File: src/hdl/cfw_pkg.sv
// Shared constants, codes and control types for the column field entab writer.
`default_nettype none

package cfw_pkg;

  localparam int unsigned COL_W      = 8;
  localparam int unsigned MAX_COL    = 255;
  localparam int unsigned TAB_STOP   = 8;
  localparam int unsigned PH_W       = $clog2(TAB_STOP);
  localparam int unsigned MOVE_LIMIT = 63;
  localparam int unsigned BUD_W      = $clog2(MOVE_LIMIT + 1);

  localparam int unsigned CMD_W  = 2;
  localparam int unsigned CHAR_W = 8;

  localparam logic [CMD_W-1:0] CMD_CHAR     = 2'd0;
  localparam logic [CMD_W-1:0] CMD_SEG_END  = 2'd1;
  localparam logic [CMD_W-1:0] CMD_LINE_END = 2'd2;

  localparam logic [CHAR_W-1:0] CH_BS    = 8'h08;
  localparam logic [CHAR_W-1:0] CH_TAB   = 8'h09;
  localparam logic [CHAR_W-1:0] CH_NL    = 8'h0A;
  localparam logic [CHAR_W-1:0] CH_SPACE = 8'h20;

  localparam logic [COL_W-1:0] FW_RESET = 8'd80;

  localparam int unsigned APB_AW = 3;
  localparam int unsigned APB_DW = 32;
  // word index of the field width register
  localparam logic REG_FIELD_WIDTH = 1'b0;

  typedef struct packed {
    logic load;
    logic exec;
    logic step;
  } cfw_cmd_t;

  typedef struct packed {
    logic need_nl;
    logic need_move;
    logic at_final;
    logic emit_ok;
  } cfw_stat_t;

endpackage

`default_nettype wire

File: src/hdl/cfw_if.sv
// Valid/ready stream interfaces for the input item and the emitted byte.
`default_nettype none

interface cfw_in_if;
  logic                                valid;
  logic                                ready;
  logic [cfw_pkg::CMD_W-1:0]           command;
  logic [cfw_pkg::CHAR_W-1:0]          char_code;
  logic [cfw_pkg::CHAR_W-1:0]          separator;

  modport source (output valid, command, char_code, separator, input ready);
  modport sink   (input valid, command, char_code, separator, output ready);
endinterface

interface cfw_out_if;
  logic                                valid;
  logic                                ready;
  logic [cfw_pkg::CHAR_W-1:0]          out_char;
  logic                                last;

  modport source (output valid, out_char, last, input ready);
  modport sink   (input valid, out_char, last, output ready);
endinterface

`default_nettype wire

File: src/hdl/cfw_ctrl.sv
// Sequencing state machine: accept, execute, then step out motion bytes.
`default_nettype none

module cfw_ctrl (
  input  wire                 clk_i,
  input  wire                 rst_ni,
  input  wire                 in_valid_i,
  output logic                in_ready_o,
  input  cfw_pkg::cfw_stat_t  stat_i,
  output cfw_pkg::cfw_cmd_t   cmd_o
);

  localparam logic [1:0] S_IDLE = 2'd0;
  localparam logic [1:0] S_EXEC = 2'd1;
  localparam logic [1:0] S_MOVE = 2'd2;

  logic [1:0] state_q, state_d;

  always_comb begin
    state_d    = state_q;
    in_ready_o = 1'b0;
    cmd_o      = '0;
    case (state_q)
      S_IDLE: begin
        in_ready_o = 1'b1;
        if (in_valid_i) begin
          cmd_o.load = 1'b1;
          state_d    = S_EXEC;
        end
      end
      S_EXEC: begin
        if (stat_i.need_nl) begin
          if (stat_i.emit_ok) begin
            cmd_o.exec = 1'b1;
            state_d    = S_IDLE;
          end
        end else begin
          cmd_o.exec = 1'b1;
          state_d    = stat_i.need_move ? S_MOVE : S_IDLE;
        end
      end
      S_MOVE: begin
        if (stat_i.emit_ok) begin
          cmd_o.step = 1'b1;
          if (stat_i.at_final) begin
            state_d = S_IDLE;
          end
        end
      end
      default: begin
        state_d = S_IDLE;
      end
    endcase
  end

  always_ff @(posedge clk_i or negedge rst_ni) begin
    if (!rst_ni) begin
      state_q <= S_IDLE;
    end else begin
      state_q <= state_d;
    end
  end

endmodule

`default_nettype wire

File: src/hdl/cfw_dp.sv
// Column state, motion generation and the output word register.
`default_nettype none

module cfw_dp (
  input  wire                              clk_i,
  input  wire                              rst_ni,
  input  wire  [cfw_pkg::COL_W-1:0]        field_width_i,
  input  wire  [cfw_pkg::CMD_W-1:0]        command_i,
  input  wire  [cfw_pkg::CHAR_W-1:0]       char_code_i,
  input  wire  [cfw_pkg::CHAR_W-1:0]       separator_i,
  input  cfw_pkg::cfw_cmd_t                cmd_i,
  output cfw_pkg::cfw_stat_t               stat_o,
  output logic                             out_valid_o,
  input  wire                              out_ready_i,
  output logic [cfw_pkg::CHAR_W-1:0]       out_char_o,
  output logic                             out_last_o
);

  localparam int unsigned CW = cfw_pkg::COL_W;

  function automatic logic [CW-1:0] sat_add(input logic [CW-1:0] a, input logic [CW-1:0] b);
    logic [CW:0] s;
    s = {1'b0, a} + {1'b0, b};
    return (s > (CW+1)'(cfw_pkg::MAX_COL)) ? CW'(cfw_pkg::MAX_COL) : s[CW-1:0];
  endfunction

  logic [cfw_pkg::CMD_W-1:0]  cmd_q;
  logic [cfw_pkg::CHAR_W-1:0] ch_q, sep_q, put_q, put_d;
  logic [CW-1:0]              out_col_q, out_col_d, tgt_q, tgt_d;
  logic [CW-1:0]              seg_stop_q, seg_stop_d, pend_q, pend_d;
  logic                       in_seg_q, in_seg_d, pend_en_q, pend_en_d;
  logic [cfw_pkg::PH_W-1:0]   ph_q, ph_d;
  logic [cfw_pkg::BUD_W-1:0]  bud_q, bud_d;
  logic                       ov_q, ov_d, olast_q, olast_d;
  logic [cfw_pkg::CHAR_W-1:0] ochar_q, ochar_d;

  logic          emit_ok, ch_move, sep_move, bud_nz, tab_go, sp_go, bs_go, final_w;
  logic [CW:0]   next_tab;
  logic [CW-1:0] stop, col_inc;
  logic [cfw_pkg::PH_W-1:0] ph_inc, ph_dec;

  assign emit_ok  = !ov_q || out_ready_i;
  assign ch_move  = (ch_q != cfw_pkg::CH_SPACE) && (ch_q != cfw_pkg::CH_BS);
  assign sep_move = (sep_q != '0) && (sep_q != cfw_pkg::CH_SPACE) && (sep_q != cfw_pkg::CH_BS);

  assign next_tab = {1'b0, out_col_q} - (CW+1)'(ph_q) + (CW+1)'(cfw_pkg::TAB_STOP);
  assign bud_nz   = (bud_q != '0);
  assign tab_go   = bud_nz && (next_tab <= {1'b0, tgt_q});
  assign sp_go    = bud_nz && (out_col_q < tgt_q);
  assign bs_go    = bud_nz && (out_col_q > tgt_q);
  assign final_w  = !(tab_go || sp_go || bs_go);

  assign col_inc = sat_add(out_col_q, CW'(1));
  assign ph_inc  = (ph_q == cfw_pkg::PH_W'(cfw_pkg::TAB_STOP - 1)) ? '0 : ph_q + 1'b1;
  assign ph_dec  = (ph_q == '0) ? cfw_pkg::PH_W'(cfw_pkg::TAB_STOP - 1) : ph_q - 1'b1;

  always_comb begin
    stop = in_seg_q ? seg_stop_q : sat_add(tgt_q, field_width_i);
    if (sep_q != '0) begin
      stop = sat_add(tgt_q, CW'(1));
    end
  end

  assign stat_o.need_nl   = (cmd_q == cfw_pkg::CMD_LINE_END);
  assign stat_o.need_move = ((cmd_q == cfw_pkg::CMD_CHAR) && ch_move) ||
                            ((cmd_q == cfw_pkg::CMD_SEG_END) && sep_move);
  assign stat_o.at_final  = final_w;
  assign stat_o.emit_ok   = emit_ok;

  always_comb begin
    out_col_d  = out_col_q;
    ph_d       = ph_q;
    tgt_d      = tgt_q;
    seg_stop_d = seg_stop_q;
    in_seg_d   = in_seg_q;
    pend_d     = pend_q;
    pend_en_d  = pend_en_q;
    bud_d      = bud_q;
    put_d      = put_q;
    ov_d       = ov_q && !out_ready_i;
    ochar_d    = ochar_q;
    olast_d    = olast_q;

    if (cmd_i.exec) begin
      case (cmd_q)
        cfw_pkg::CMD_CHAR: begin
          if (!in_seg_q) begin
            seg_stop_d = sat_add(tgt_q, field_width_i);
            in_seg_d   = 1'b1;
          end
          if (ch_q == cfw_pkg::CH_SPACE) begin
            tgt_d = sat_add(tgt_q, CW'(1));
          end else if (ch_q == cfw_pkg::CH_BS) begin
            tgt_d = (tgt_q != '0) ? tgt_q - 1'b1 : tgt_q;
          end else begin
            bud_d     = cfw_pkg::BUD_W'(cfw_pkg::MOVE_LIMIT);
            put_d     = ch_q;
            pend_en_d = 1'b0;
          end
        end
        cfw_pkg::CMD_SEG_END: begin
          if (sep_move) begin
            bud_d     = cfw_pkg::BUD_W'(cfw_pkg::MOVE_LIMIT);
            put_d     = sep_q;
            pend_d    = stop;
            pend_en_d = 1'b1;
          end else begin
            tgt_d = stop;
          end
          in_seg_d   = 1'b0;
          seg_stop_d = '0;
        end
        cfw_pkg::CMD_LINE_END: begin
          ov_d       = 1'b1;
          ochar_d    = cfw_pkg::CH_NL;
          olast_d    = 1'b1;
          out_col_d  = '0;
          ph_d       = '0;
          tgt_d      = '0;
          in_seg_d   = 1'b0;
          seg_stop_d = '0;
        end
        default: begin
        end
      endcase
    end

    if (cmd_i.step) begin
      ov_d    = 1'b1;
      olast_d = final_w;
      bud_d   = bud_nz ? bud_q - 1'b1 : bud_q;
      if (tab_go) begin
        ochar_d   = cfw_pkg::CH_TAB;
        out_col_d = next_tab[CW-1:0];
        ph_d      = '0;
      end else if (sp_go) begin
        ochar_d   = cfw_pkg::CH_SPACE;
        out_col_d = out_col_q + 1'b1;
        ph_d      = ph_inc;
      end else if (bs_go) begin
        ochar_d   = cfw_pkg::CH_BS;
        out_col_d = out_col_q - 1'b1;
        ph_d      = ph_dec;
      end else begin
        ochar_d   = put_q;
        out_col_d = col_inc;
        if (out_col_q != CW'(cfw_pkg::MAX_COL)) begin
          ph_d = ph_inc;
        end
        tgt_d     = pend_en_q ? pend_q : col_inc;
      end
    end
  end

  always_ff @(posedge clk_i or negedge rst_ni) begin
    if (!rst_ni) begin
      out_col_q  <= '0;
      ph_q       <= '0;
      tgt_q      <= '0;
      seg_stop_q <= '0;
      in_seg_q   <= 1'b0;
      pend_en_q  <= 1'b0;
      bud_q      <= '0;
      ov_q       <= 1'b0;
    end else begin
      out_col_q  <= out_col_d;
      ph_q       <= ph_d;
      tgt_q      <= tgt_d;
      seg_stop_q <= seg_stop_d;
      in_seg_q   <= in_seg_d;
      pend_en_q  <= pend_en_d;
      bud_q      <= bud_d;
      ov_q       <= ov_d;
    end
  end

  always_ff @(posedge clk_i) begin
    if (cmd_i.load) begin
      cmd_q <= command_i;
      ch_q  <= char_code_i;
      sep_q <= separator_i;
    end
    pend_q  <= pend_d;
    put_q   <= put_d;
    ochar_q <= ochar_d;
    olast_q <= olast_d;
  end

  assign out_valid_o = ov_q;
  assign out_char_o  = ochar_q;
  assign out_last_o  = olast_q;

  a_phase_range: assert property (@(posedge clk_i) disable iff (!rst_ni)
    ph_q <= cfw_pkg::PH_W'(cfw_pkg::TAB_STOP - 1))
    else $error("tab phase out of range");

  a_seg_idle: assert property (@(posedge clk_i) disable iff (!rst_ni)
    !in_seg_q |-> (seg_stop_q == '0))
    else $error("segment stop held outside a segment");

  a_emit_room: assert property (@(posedge clk_i) disable iff (!rst_ni)
    (cmd_i.step || (cmd_i.exec && stat_o.need_nl)) |-> emit_ok)
    else $error("word emitted over a pending word");

  a_budget_load: assert property (@(posedge clk_i) disable iff (!rst_ni)
    (cmd_i.exec && stat_o.need_move) |=> (bud_q == cfw_pkg::BUD_W'(cfw_pkg::MOVE_LIMIT)))
    else $error("motion budget not loaded");

  a_target_after_put: assert property (@(posedge clk_i) disable iff (!rst_ni)
    (cmd_i.step && final_w && !pend_en_q) |=> (tgt_q == out_col_q))
    else $error("target column not aligned after byte");

endmodule

`default_nettype wire

File: src/hdl/column_field_entab_writer.sv
// Top level: configuration port, control state machine and column datapath.
//
//  channel   dir  protocol      word
//  in_i      in   valid/ready   command, char_code, separator
//  out_o     out  valid/ready   out_char, last
//  apb       in   APB write/rd  field_width at address 0
//
//  An item is accepted, then executed; an item that emits a byte then steps
//  out its words (motion bytes plus the byte) through the single output word
//  register, and the next item is not accepted until its last word is loaded.
//  Reset is asynchronous and active low; columns clear, field width is 80.
//  A stalled output holds the word register and the sequencer waits on it.
`default_nettype none

module column_field_entab_writer (
  input  wire                                clk_i,
  input  wire                                rst_ni,
  cfw_in_if.sink                             in_i,
  cfw_out_if.source                          out_o,
  input  wire                                psel,
  input  wire                                penable,
  input  wire                                pwrite,
  input  wire  [cfw_pkg::APB_AW-1:0]         paddr,
  input  wire  [cfw_pkg::APB_DW-1:0]         pwdata,
  output logic [cfw_pkg::APB_DW-1:0]         prdata,
  output logic                               pready
);

  logic [cfw_pkg::COL_W-1:0] fw_q;
  logic                      fw_sel;
  cfw_pkg::cfw_cmd_t         cmd;
  cfw_pkg::cfw_stat_t        stat;

  assign pready = 1'b1;
  assign fw_sel = (paddr[2] == cfw_pkg::REG_FIELD_WIDTH);
  assign prdata = fw_sel ? {{(cfw_pkg::APB_DW - cfw_pkg::COL_W){1'b0}}, fw_q} : '0;

  always_ff @(posedge clk_i or negedge rst_ni) begin
    if (!rst_ni) begin
      fw_q <= cfw_pkg::FW_RESET;
    end else if (psel && penable && pwrite && fw_sel) begin
      fw_q <= pwdata[cfw_pkg::COL_W-1:0];
    end
  end

  cfw_ctrl u_ctrl (
    .clk_i      (clk_i),
    .rst_ni     (rst_ni),
    .in_valid_i (in_i.valid),
    .in_ready_o (in_i.ready),
    .stat_i     (stat),
    .cmd_o      (cmd)
  );

  cfw_dp u_dp (
    .clk_i         (clk_i),
    .rst_ni        (rst_ni),
    .field_width_i (fw_q),
    .command_i     (in_i.command),
    .char_code_i   (in_i.char_code),
    .separator_i   (in_i.separator),
    .cmd_i         (cmd),
    .stat_o        (stat),
    .out_valid_o   (out_o.valid),
    .out_ready_i   (out_o.ready),
    .out_char_o    (out_o.out_char),
    .out_last_o    (out_o.last)
  );

endmodule

`default_nettype wire
File: src/flat_wrapper.sv
// flat-port wrapper written by rule: the top's interface ports become plain ports
module column_field_entab_writer_flat 
  (clk_i, rst_ni, psel, penable, pwrite, paddr, pwdata, prdata, pready, in_i_valid, in_i_command, in_i_char_code, in_i_separator, in_i_ready, out_o_valid, out_o_out_char, out_o_last, out_o_ready);
  cfw_in_if in_i_i ();
  cfw_out_if out_o_i ();
  input  wire clk_i;
  input  wire rst_ni;
  input  wire psel;
  input  wire penable;
  input  wire pwrite;
  input  wire  [cfw_pkg::APB_AW-1:0] paddr;
  input  wire  [cfw_pkg::APB_DW-1:0] pwdata;
  output logic [cfw_pkg::APB_DW-1:0] prdata;
  output logic pready;
  input wire logic [$bits(in_i_i.valid)-1:0] in_i_valid;
  input wire logic [$bits(in_i_i.command)-1:0] in_i_command;
  input wire logic [$bits(in_i_i.char_code)-1:0] in_i_char_code;
  input wire logic [$bits(in_i_i.separator)-1:0] in_i_separator;
  output wire logic [$bits(in_i_i.ready)-1:0] in_i_ready;
  output wire logic [$bits(out_o_i.valid)-1:0] out_o_valid;
  output wire logic [$bits(out_o_i.out_char)-1:0] out_o_out_char;
  output wire logic [$bits(out_o_i.last)-1:0] out_o_last;
  input wire logic [$bits(out_o_i.ready)-1:0] out_o_ready;
  assign in_i_i.valid = in_i_valid;
  assign in_i_i.command = in_i_command;
  assign in_i_i.char_code = in_i_char_code;
  assign in_i_i.separator = in_i_separator;
  assign in_i_ready = in_i_i.ready;
  assign out_o_valid = out_o_i.valid;
  assign out_o_out_char = out_o_i.out_char;
  assign out_o_last = out_o_i.last;
  assign out_o_i.ready = out_o_ready;
  column_field_entab_writer u_core (.clk_i(clk_i), .rst_ni(rst_ni), .in_i(in_i_i), .out_o(out_o_i), .psel(psel), .penable(penable), .pwrite(pwrite), .paddr(paddr), .pwdata(pwdata), .prdata(prdata), .pready(pready));
endmodule
File: config.mk
export PLATFORM = sky130hd
export DESIGN_NAME = column_field_entab_writer_flat
export DESIGN_NICKNAME = d
export VERILOG_FILES = /design/src/hdl/cfw_pkg.sv /design/src/hdl/cfw_if.sv /design/src/hdl/cfw_ctrl.sv /design/src/hdl/cfw_dp.sv /design/src/hdl/column_field_entab_writer.sv /design/src/flat_wrapper.sv
export SDC_FILE = /design/constraint.sdc
export NUM_CORES = 1
export LEC_CHECK = 0
export ABC_AREA = 1
export BUFFER_PORTS_ARGS = -buffer_cell sky130_fd_sc_hd__buf_4
export CORE_UTILIZATION = 45
export CTS_BUF_LIST = sky130_fd_sc_hd__clkbuf_8 sky130_fd_sc_hd__clkbuf_16
export DETAILED_ROUTE_END_ITERATION = 16
export GPL_TIMING_DRIVEN = 0
export HOLD_SLACK_MARGIN = 0.02
export PLACE_DENSITY = 0.73
export SYNTH_ARGS = -nofsm -noshare
export SYNTH_HDL_FRONTEND = slang
export SYNTH_SLANG_ARGS = --single-unit
File: constraint.sdc
create_clock -name clk_i -period 2.8 [get_ports clk_i]
set_input_delay 0.84 -clock clk_i [delete_from_list [all_inputs] [get_ports clk_i]]
set_output_delay 0.84 -clock clk_i [all_outputs]
set_load 0.05 [all_outputs]
# ---- After elaboration in Yosys (flattened, before gate mapping)
# Cells that the tools add are included.
dict set report op_classes {
  bitwise 1
  magnitude_cmp 6
  multipliers 0
  n_eq_ne 23
  n_addsub 11
  mux 75
  shift 0
  div 0
  reduce_logical 37
}
# cell n
set ops {}
lappend ops {{$mux 8} 31}
lappend ops {{$mux 6} 6}
lappend ops {{$pmux 8 s2} 2}
lappend ops {{$gt 9x8->1 const B} 3}
lappend ops {{$mux 3} 9}
lappend ops {{$pmux 8 s3} 1}
lappend ops {{$add 8x1->9 const B} 2}
lappend ops {{$mux 1} 16}
lappend ops {{$ne 8x4->1 const B} 2}
lappend ops {{$ne 8x6->1 const B} 2}
lappend ops {{$reduce_bool 8->1} 2}
lappend ops {{$sub 8x1->8 const B} 2}
lappend ops {{$ne 2x2->1 const B} 7}
lappend ops {{$logic_and 1x1->1} 12}
lappend ops {{$mux 2} 6}
lappend ops {{$pmux 6 s2} 1}
lappend ops {{$add 8x8->9} 1}
lappend ops {{$add 9x4->9 const B} 1}
lappend ops {{$le 9x8->1} 1}
lappend ops {{$ne 3x2->1 const B} 3}
lappend ops {{$sub 8x3->9} 1}
lappend ops {{$add 8x1->8 const B} 1}
lappend ops {{$eq 8x4->1 const B} 1}
lappend ops {{$eq 8x6->1 const B} 1}
lappend ops {{26 further kinds} 39}
dict set report word_totals {
  wordCells 170
  regBits 89
  mem_bits_rw 0
  out_inout_bits 44
  rom_bits 0
  in_bits 60
  latch_bits 0
  memories 0
}

# ---- Depth between registers and ports, before layout
dict set report logic_depth {
  ltp_word 12
  depth_mapped 23
  depth_no_buf 23
}

# ---- By module
# A second synthesis with hierarchy kept.
dict set report unflattened {
  hier_cells 933
  area_unflattened_um2 7066.8
}
# module instances cells_each seq_area_each_um2 area_per_inst_um2
set modules_own_cells {}
lappend modules_own_cells {cfw_dp 1 832 2192.1 6321.1}
lappend modules_own_cells {column_field_entab_writer 1 81 202.7 611.8}
lappend modules_own_cells {cfw_ctrl 1 20 50.0 133.9}

# ---- Least setup slack after synthesis
# Ideal clock, no wire load.
dict set report synth_timing {
  kind {reg2reg}
  from {register u_core.u_dp.out_col_q[1]}
  to {register u_core.u_dp.ochar_q, in the netlist u_core.u_dp.out_char_o[2] (data pin)}
  period_less_slack_ns 3.067
  path_slack_ns -0.267
  path_stages_with_launch 18
  path_buffers 1
  arrival_ns 2.815
  required_ns 2.548
  setup_time_ns 0.252
  cell_sequence {dfrtp_1 > ha_1 > ha_1 > fa_1 > nand2_1 > nand3_1 > a21oi_1 > nor2_1 > nor2_1 > xnor2_1 > ha_1 > nand2_1 > nand2_1 > nand2_1 > nand3_4 > nand3_4 > buf_4 > nor2_1}
}
dict set report synth_via {
  elab_chain_len 6
  word_cells_on_any_way 12
  classes_between {add/sub: 2; order compare: 3; mux: 4; reduce/logical: 3}
}
# element line
set synth_lines {}
lappend synth_lines {{start: declaration} cfw_dp.sv:29} ;# logic [CW-1:0] out_col_q, out_col_d, tgt_q, tgt_d;
lappend synth_lines {{start signal: assignment} cfw_dp.sv:166} ;# out_col_q <= out_col_d;
lappend synth_lines {{$sub 8x3->9 or $gt 8x8->1 (tied branches)} {cfw_dp.sv:46, cfw_dp.sv:50}}
lappend synth_lines {{$add 9x4->9 or $logic_and 1x1->1 (tied branches)} {cfw_dp.sv:46, cfw_dp.sv:50}}
lappend synth_lines {{$le 9x8->1 or $mux 8 (tied branches)} {cfw_dp.sv:48, cfw_dp.sv:140}}
lappend synth_lines {{$logic_and 1x1->1 or $mux 8 (tied branches)} {cfw_dp.sv:48, cfw_dp.sv:136}}
lappend synth_lines {{$mux 8 *} cfw_dp.sv:132} ;# if (tab_go) begin
lappend synth_lines {{$mux 8 *} cfw_dp.sv:128} ;# if (cmd_i.step) begin
lappend synth_lines {{end signal: assignment} cfw_dp.sv:185} ;# ochar_q <= ochar_d;
lappend synth_lines {{end: declaration} cfw_dp.sv:35} ;# logic [cfw_pkg::CHAR_W-1:0] ochar_q, ochar_d;
# Every way passes the cells marked *; elsewhere a longest branch is shown, timed or not.
# A chain may end at the register's enable or synchronous reset.

# ---- Worst setup path after layout
dict set report layout_timing {
  from {register u_core.u_dp.ph_q[1] (netlist bit)}
  to {register u_core.u_dp.ochar_q, in the netlist u_core.u_dp.out_char_o[1] (data pin)}
}
dict set report layout_via {
  elab_chain_len 6
}
# element line
set layout_lines {}
lappend layout_lines {{start: declaration} cfw_dp.sv:32} ;# logic [cfw_pkg::PH_W-1:0] ph_q, ph_d;
lappend layout_lines {{start signal: assignment} cfw_dp.sv:167} ;# ph_q <= ph_d;
lappend layout_lines {{$sub 8x3->9} cfw_dp.sv:46} ;# assign next_tab = {1'b0, out_col_q} - (CW+1)'(ph_q) + (CW+1)'(cfw_pkg::TAB_STOP);
lappend layout_lines {{$add 9x4->9} cfw_dp.sv:46}
lappend layout_lines {{$le 9x8->1} cfw_dp.sv:48} ;# assign tab_go = bud_nz && (next_tab <= {1'b0, tgt_q});
lappend layout_lines {{$logic_and 1x1->1} cfw_dp.sv:48}
lappend layout_lines {{$mux 8} cfw_dp.sv:132}
lappend layout_lines {{$mux 8} cfw_dp.sv:128}
# No other way between the ends.

==> impl_metrics.env <==
export IMPL_status="complete, but fails checks"
export IMPL_violations="negative setup slack"
export IMPL_fill_cells=1381
export IMPL_rsz0062_at_grt="yes"
export IMPL_start_kind="flop"
export IMPL_r2r_start="u_core.u_dp.ph_q[1]$_DFF_PN0_"
export IMPL_diodes=0
export IMPL_fp_dieW_um=125.4
export IMPL_tightest_slew_ns=0.8309
export IMPL_cts_buffers=9
export IMPL_hp_class="flop to flop"
export IMPL_startpoint="u_core.u_dp.ph_q[1]$_DFF_PN0_"
export IMPL_vias_per_cell=5.147
export IMPL_seq_area_frac_synth_pct=35.69
export IMPL_finalPower_mw=10.07
export IMPL_cap_viol_max_count=0
export IMPL_critical_path_top_delay_family="adder cells"
export IMPL_ys_ff_latch=89
export IMPL_ant_nets=0
export IMPL_min_period_ns=3.266
export IMPL_antenna_found_initial=0
export IMPL_grt_pass1_vias=5958
export IMPL_reg2reg_to="u_core.u_dp.out_char_o[1]$_SDFFCE_PN1P_"
export IMPL_endpoint="u_core.u_dp.out_char_o[1]$_SDFFCE_PN1P_"
export IMPL_worstPathRequired_ns=2.89
export IMPL_portBuffers=51
export IMPL_place_congestion=0.9287
export IMPL_num_io_pins=104
export IMPL_utilization_pct=56.32
export IMPL_dieArea_um2=15720
export IMPL_area_delta_synth_final_pct=20.84
export IMPL_start_util_pct=46.60
export IMPL_pre_cts_ws_ns=-0.6885
export IMPL_syn_area_per_cell_um2=7.390
export IMPL_synthFlopType="dfrtp_1"
export IMPL_cts_sinks=89
export IMPL_crit_chain="inv_2, ha_4, ha_4, fa_2, nand2_2, nand3_4, a21oi_2, nor2_1, nor2_2, xnor2_2, ha_1, nand4_1, nand2_2, nand3_4, buf_6, buf_8, nand3_2, nand2_1"
export IMPL_drive_above_1_share_pct=21.87
export IMPL_layout_common_cells="nand2_1, inv_1, buf_4, nor2_1, nand3_1"
export IMPL_drc=0
export IMPL_period_share_pct=116.6
export IMPL_cp_max_fo=6
export IMPL_h_tree_depth=3
export IMPL_final_common_cell="nand2_1"
export IMPL_grt_usage_pct=22.91
export IMPL_rrSetupSlack_ns=-0.47
export IMPL_die_h_um=125.4
export IMPL_crit_path_max_incr_delay_ns=0.40
export IMPL_worst_slack_ns=-0.4660
export IMPL_avgRoutedWirePerCell_um=14.50
export IMPL_clk_latency_ns=0.35
export IMPL_synth_cell_types=44
export IMPL_num_rows=44
export IMPL_netlist_instances=927
export IMPL_synth_edff_count=43
export IMPL_grt_ovfl_total=0
export IMPL_layout_nets=1150
export IMPL_reg2regPathDepth=18
export IMPL_worstPathArrival_ns=3.36
export IMPL_vias=6290
export IMPL_synthArstFlopShare_pct=51.69
export IMPL_yosys_warnings=0
export IMPL_root_buffer="clkbuf_16"
export IMPL_critPathBufInv=3
export IMPL_hpwl_mm=12.69
export IMPL_max_clock_freq_mhz=306.2
export IMPL_p_leak_nw=4.139
export IMPL_clk_pin_slew_worst_paths_ns=0.07
export IMPL_ir_worst_vdd_v=0.0006057
export IMPL_worst_setup_path_type="flop to flop"
export IMPL_slew_headroom_pct=44.61
export IMPL_p_per_area_nw_per_um2=1216
export IMPL_grt_max_degree=47
export IMPL_slowest_stage="dfrtp_1"
export IMPL_syn_area_um2=6850
export IMPL_coreArea_um2=14700
export IMPL_finalSetupViolations=29
export IMPL_fin_worst_skew_ns=0.01139
export IMPL_finalHoldViolCount=0
export IMPL_cts_tree="done"
export IMPL_dr_pass1_iters=7
export IMPL_drt_iter0_markers=499
export IMPL_crit_path_end_kind="flop"
export IMPL_clk_path_buf_depth=2
export IMPL_maxSlewViolCount=0
export IMPL_grt_pass1_wl_mm=28.66
export IMPL_path_depth=18
export IMPL_drt_wl_total_mm=17.72
## layout make-up
| class | instances | area [um^2] | share of cell area [%] |
|---|---|---|---|
| clock inverters | 6 | 83.83 | 1.013 |
| multi-input cells | 686 | 3895 | 47.05 |
| repair buffers | 72 | 580.6 | 7.013 |
| plain buffers | 44 | 301.5 | 3.643 |
| inverters | 131 | 496.7 | 6.001 |
| clock buffers | 10 | 239.0 | 2.887 |
| flip-flops and latches | 89 | 2451 | 29.61 |
| well taps | 184 | 230.2 | 2.781 |
## layer usage
layer  wire length (um)  share of wire, %  up-vias  global-route usage, %
met4                545               3.1        0                  8.967
met5                  0                 0        -                      0
li1                   -                 -     3164                      -
met2               8430                48      188                  37.33
met3                838               4.7       47                  4.193
met1               7903                45     2891                  30.19
## cell usage after synthesis, drive strengths merged (2+ instances only)
library cell | n | area, um^2
xnor2 | 5 | 43.79
inv | 127 | 476.7
o22ai | 7 | 43.79
conb | 2 | 7.510
buf | 37 | 261.5
o211ai | 6 | 45.04
nor2 | 103 | 431.7
nand3 | 72 | 407.9
clkinv | 4 | 15.01
nand4 | 23 | 150.1
nor3 | 5 | 25.02
a21oi | 38 | 201.5
o21ai | 51 | 259.0
edfxtp | 43 | 1291
a21o | 2 | 15.01
dfrtp | 44 | 1101
a31oi | 2 | 12.51
dfstp | 2 | 52.55
nand3b | 3 | 22.52
or2 | 4 | 25.03
ha | 55 | 688.2
clkbuf | 7 | 26.28
fa | 2 | 40.04
and2 | 5 | 31.28
xor2 | 18 | 157.7
nand2 | 257 | 992.2
## where the power goes
group / internal, mW / switching (mW)
sequential: 1.80 / 0.315
combinational: 2.52 / 4.13
clock: 0.739 / 0.571
## tightest hold or removal path, stage by stage, from the launching register on
cell and delay (ns):
dfstp_2 0.37, inv_1 0.06, a21oi_1 0.06
## timing repair
| action | CTS | global route |
|---|---|---|
| pin swaps | 19 | 13 |
| hold buffers | 0 | 0 |
| buffers inserted | 11 | 8 |
| resized for setup | 34 | 32 |
| cloned | 1 | 1 |
| endpoints found under the setup margin | 29 | 29 |
| hold endpoints to repair | 0 | 0 |
## through the flow
step                instances  area (um^2)  TNS, ns  hold WS [ns]
detailed placement       1185         7581   -16.11        0.4797
CTS                      1213         8100   -10.59        0.4928
finish                   1222         8278   -11.98        0.4949
global route             1222         8278   -17.60        0.5222
floorplan                 950         6968   -1.873        0.4608
global placement         1185         7581   -15.04        0.4742
## sequential cells by signal, indices dropped and copies added, names as in the netlist
name,flops
u_core.fw_q,8
u_core.u_dp.cmd_q,2
u_core.u_dp.put_q,8
u_core.u_dp.out_valid_o,1
u_core.u_dp.out_col_q,8
u_core.u_dp.ph_q,3
u_core.u_dp.in_seg_q,1
u_core.u_dp.ch_q,8
u_core.u_dp.sep_q,8
u_core.u_dp.seg_stop_q,8
u_core.u_dp.pend_q,8
u_core.u_dp.pend_en_q,1
u_core.u_dp.bud_q,6
u_core.u_dp.out_char_o,8
u_core.u_dp.tgt_q,8
u_core.u_ctrl.state_q,2
u_core.u_dp.out_last_o,1
## how the worst min path moves through the flow
stage | start | to | slack, ns | cells after the start
after floorplan | u_core.u_dp.seg_stop_q[1]$_DFFE_PN0P_ | u_core.u_dp.seg_stop_q[1]$_DFFE_PN0P_ | 0.46 | 2
after global placement | u_core.u_dp.seg_stop_q[5]$_DFFE_PN0P_ | u_core.u_dp.seg_stop_q[5]$_DFFE_PN0P_ | 0.47 | 1
after detailed placement | u_core.fw_q[4]$_DFFE_PN1P_ | u_core.fw_q[4]$_DFFE_PN1P_ | 0.48 | 2
after CTS | u_core.fw_q[4]$_DFFE_PN1P_ | u_core.fw_q[4]$_DFFE_PN1P_ | 0.49 | 2
after global routing | u_core.fw_q[6]$_DFFE_PN1P_ | u_core.fw_q[6]$_DFFE_PN1P_ | 0.52 | 2
final | u_core.fw_q[4]$_DFFE_PN1P_ | u_core.fw_q[4]$_DFFE_PN1P_ | 0.49 | 2
## cells by family after synthesis
kind of cell,share of synthesized area (%)
AO/OA/AOI/OAI,8.804
XOR/XNOR,2.941
buffers and inverters,11.38
other,0.1096
flip-flops,35.69
adder cells (fa/ha/maj),10.63
AND/OR/NAND/NOR,30.45
Power figures use the tool's default switching activity.
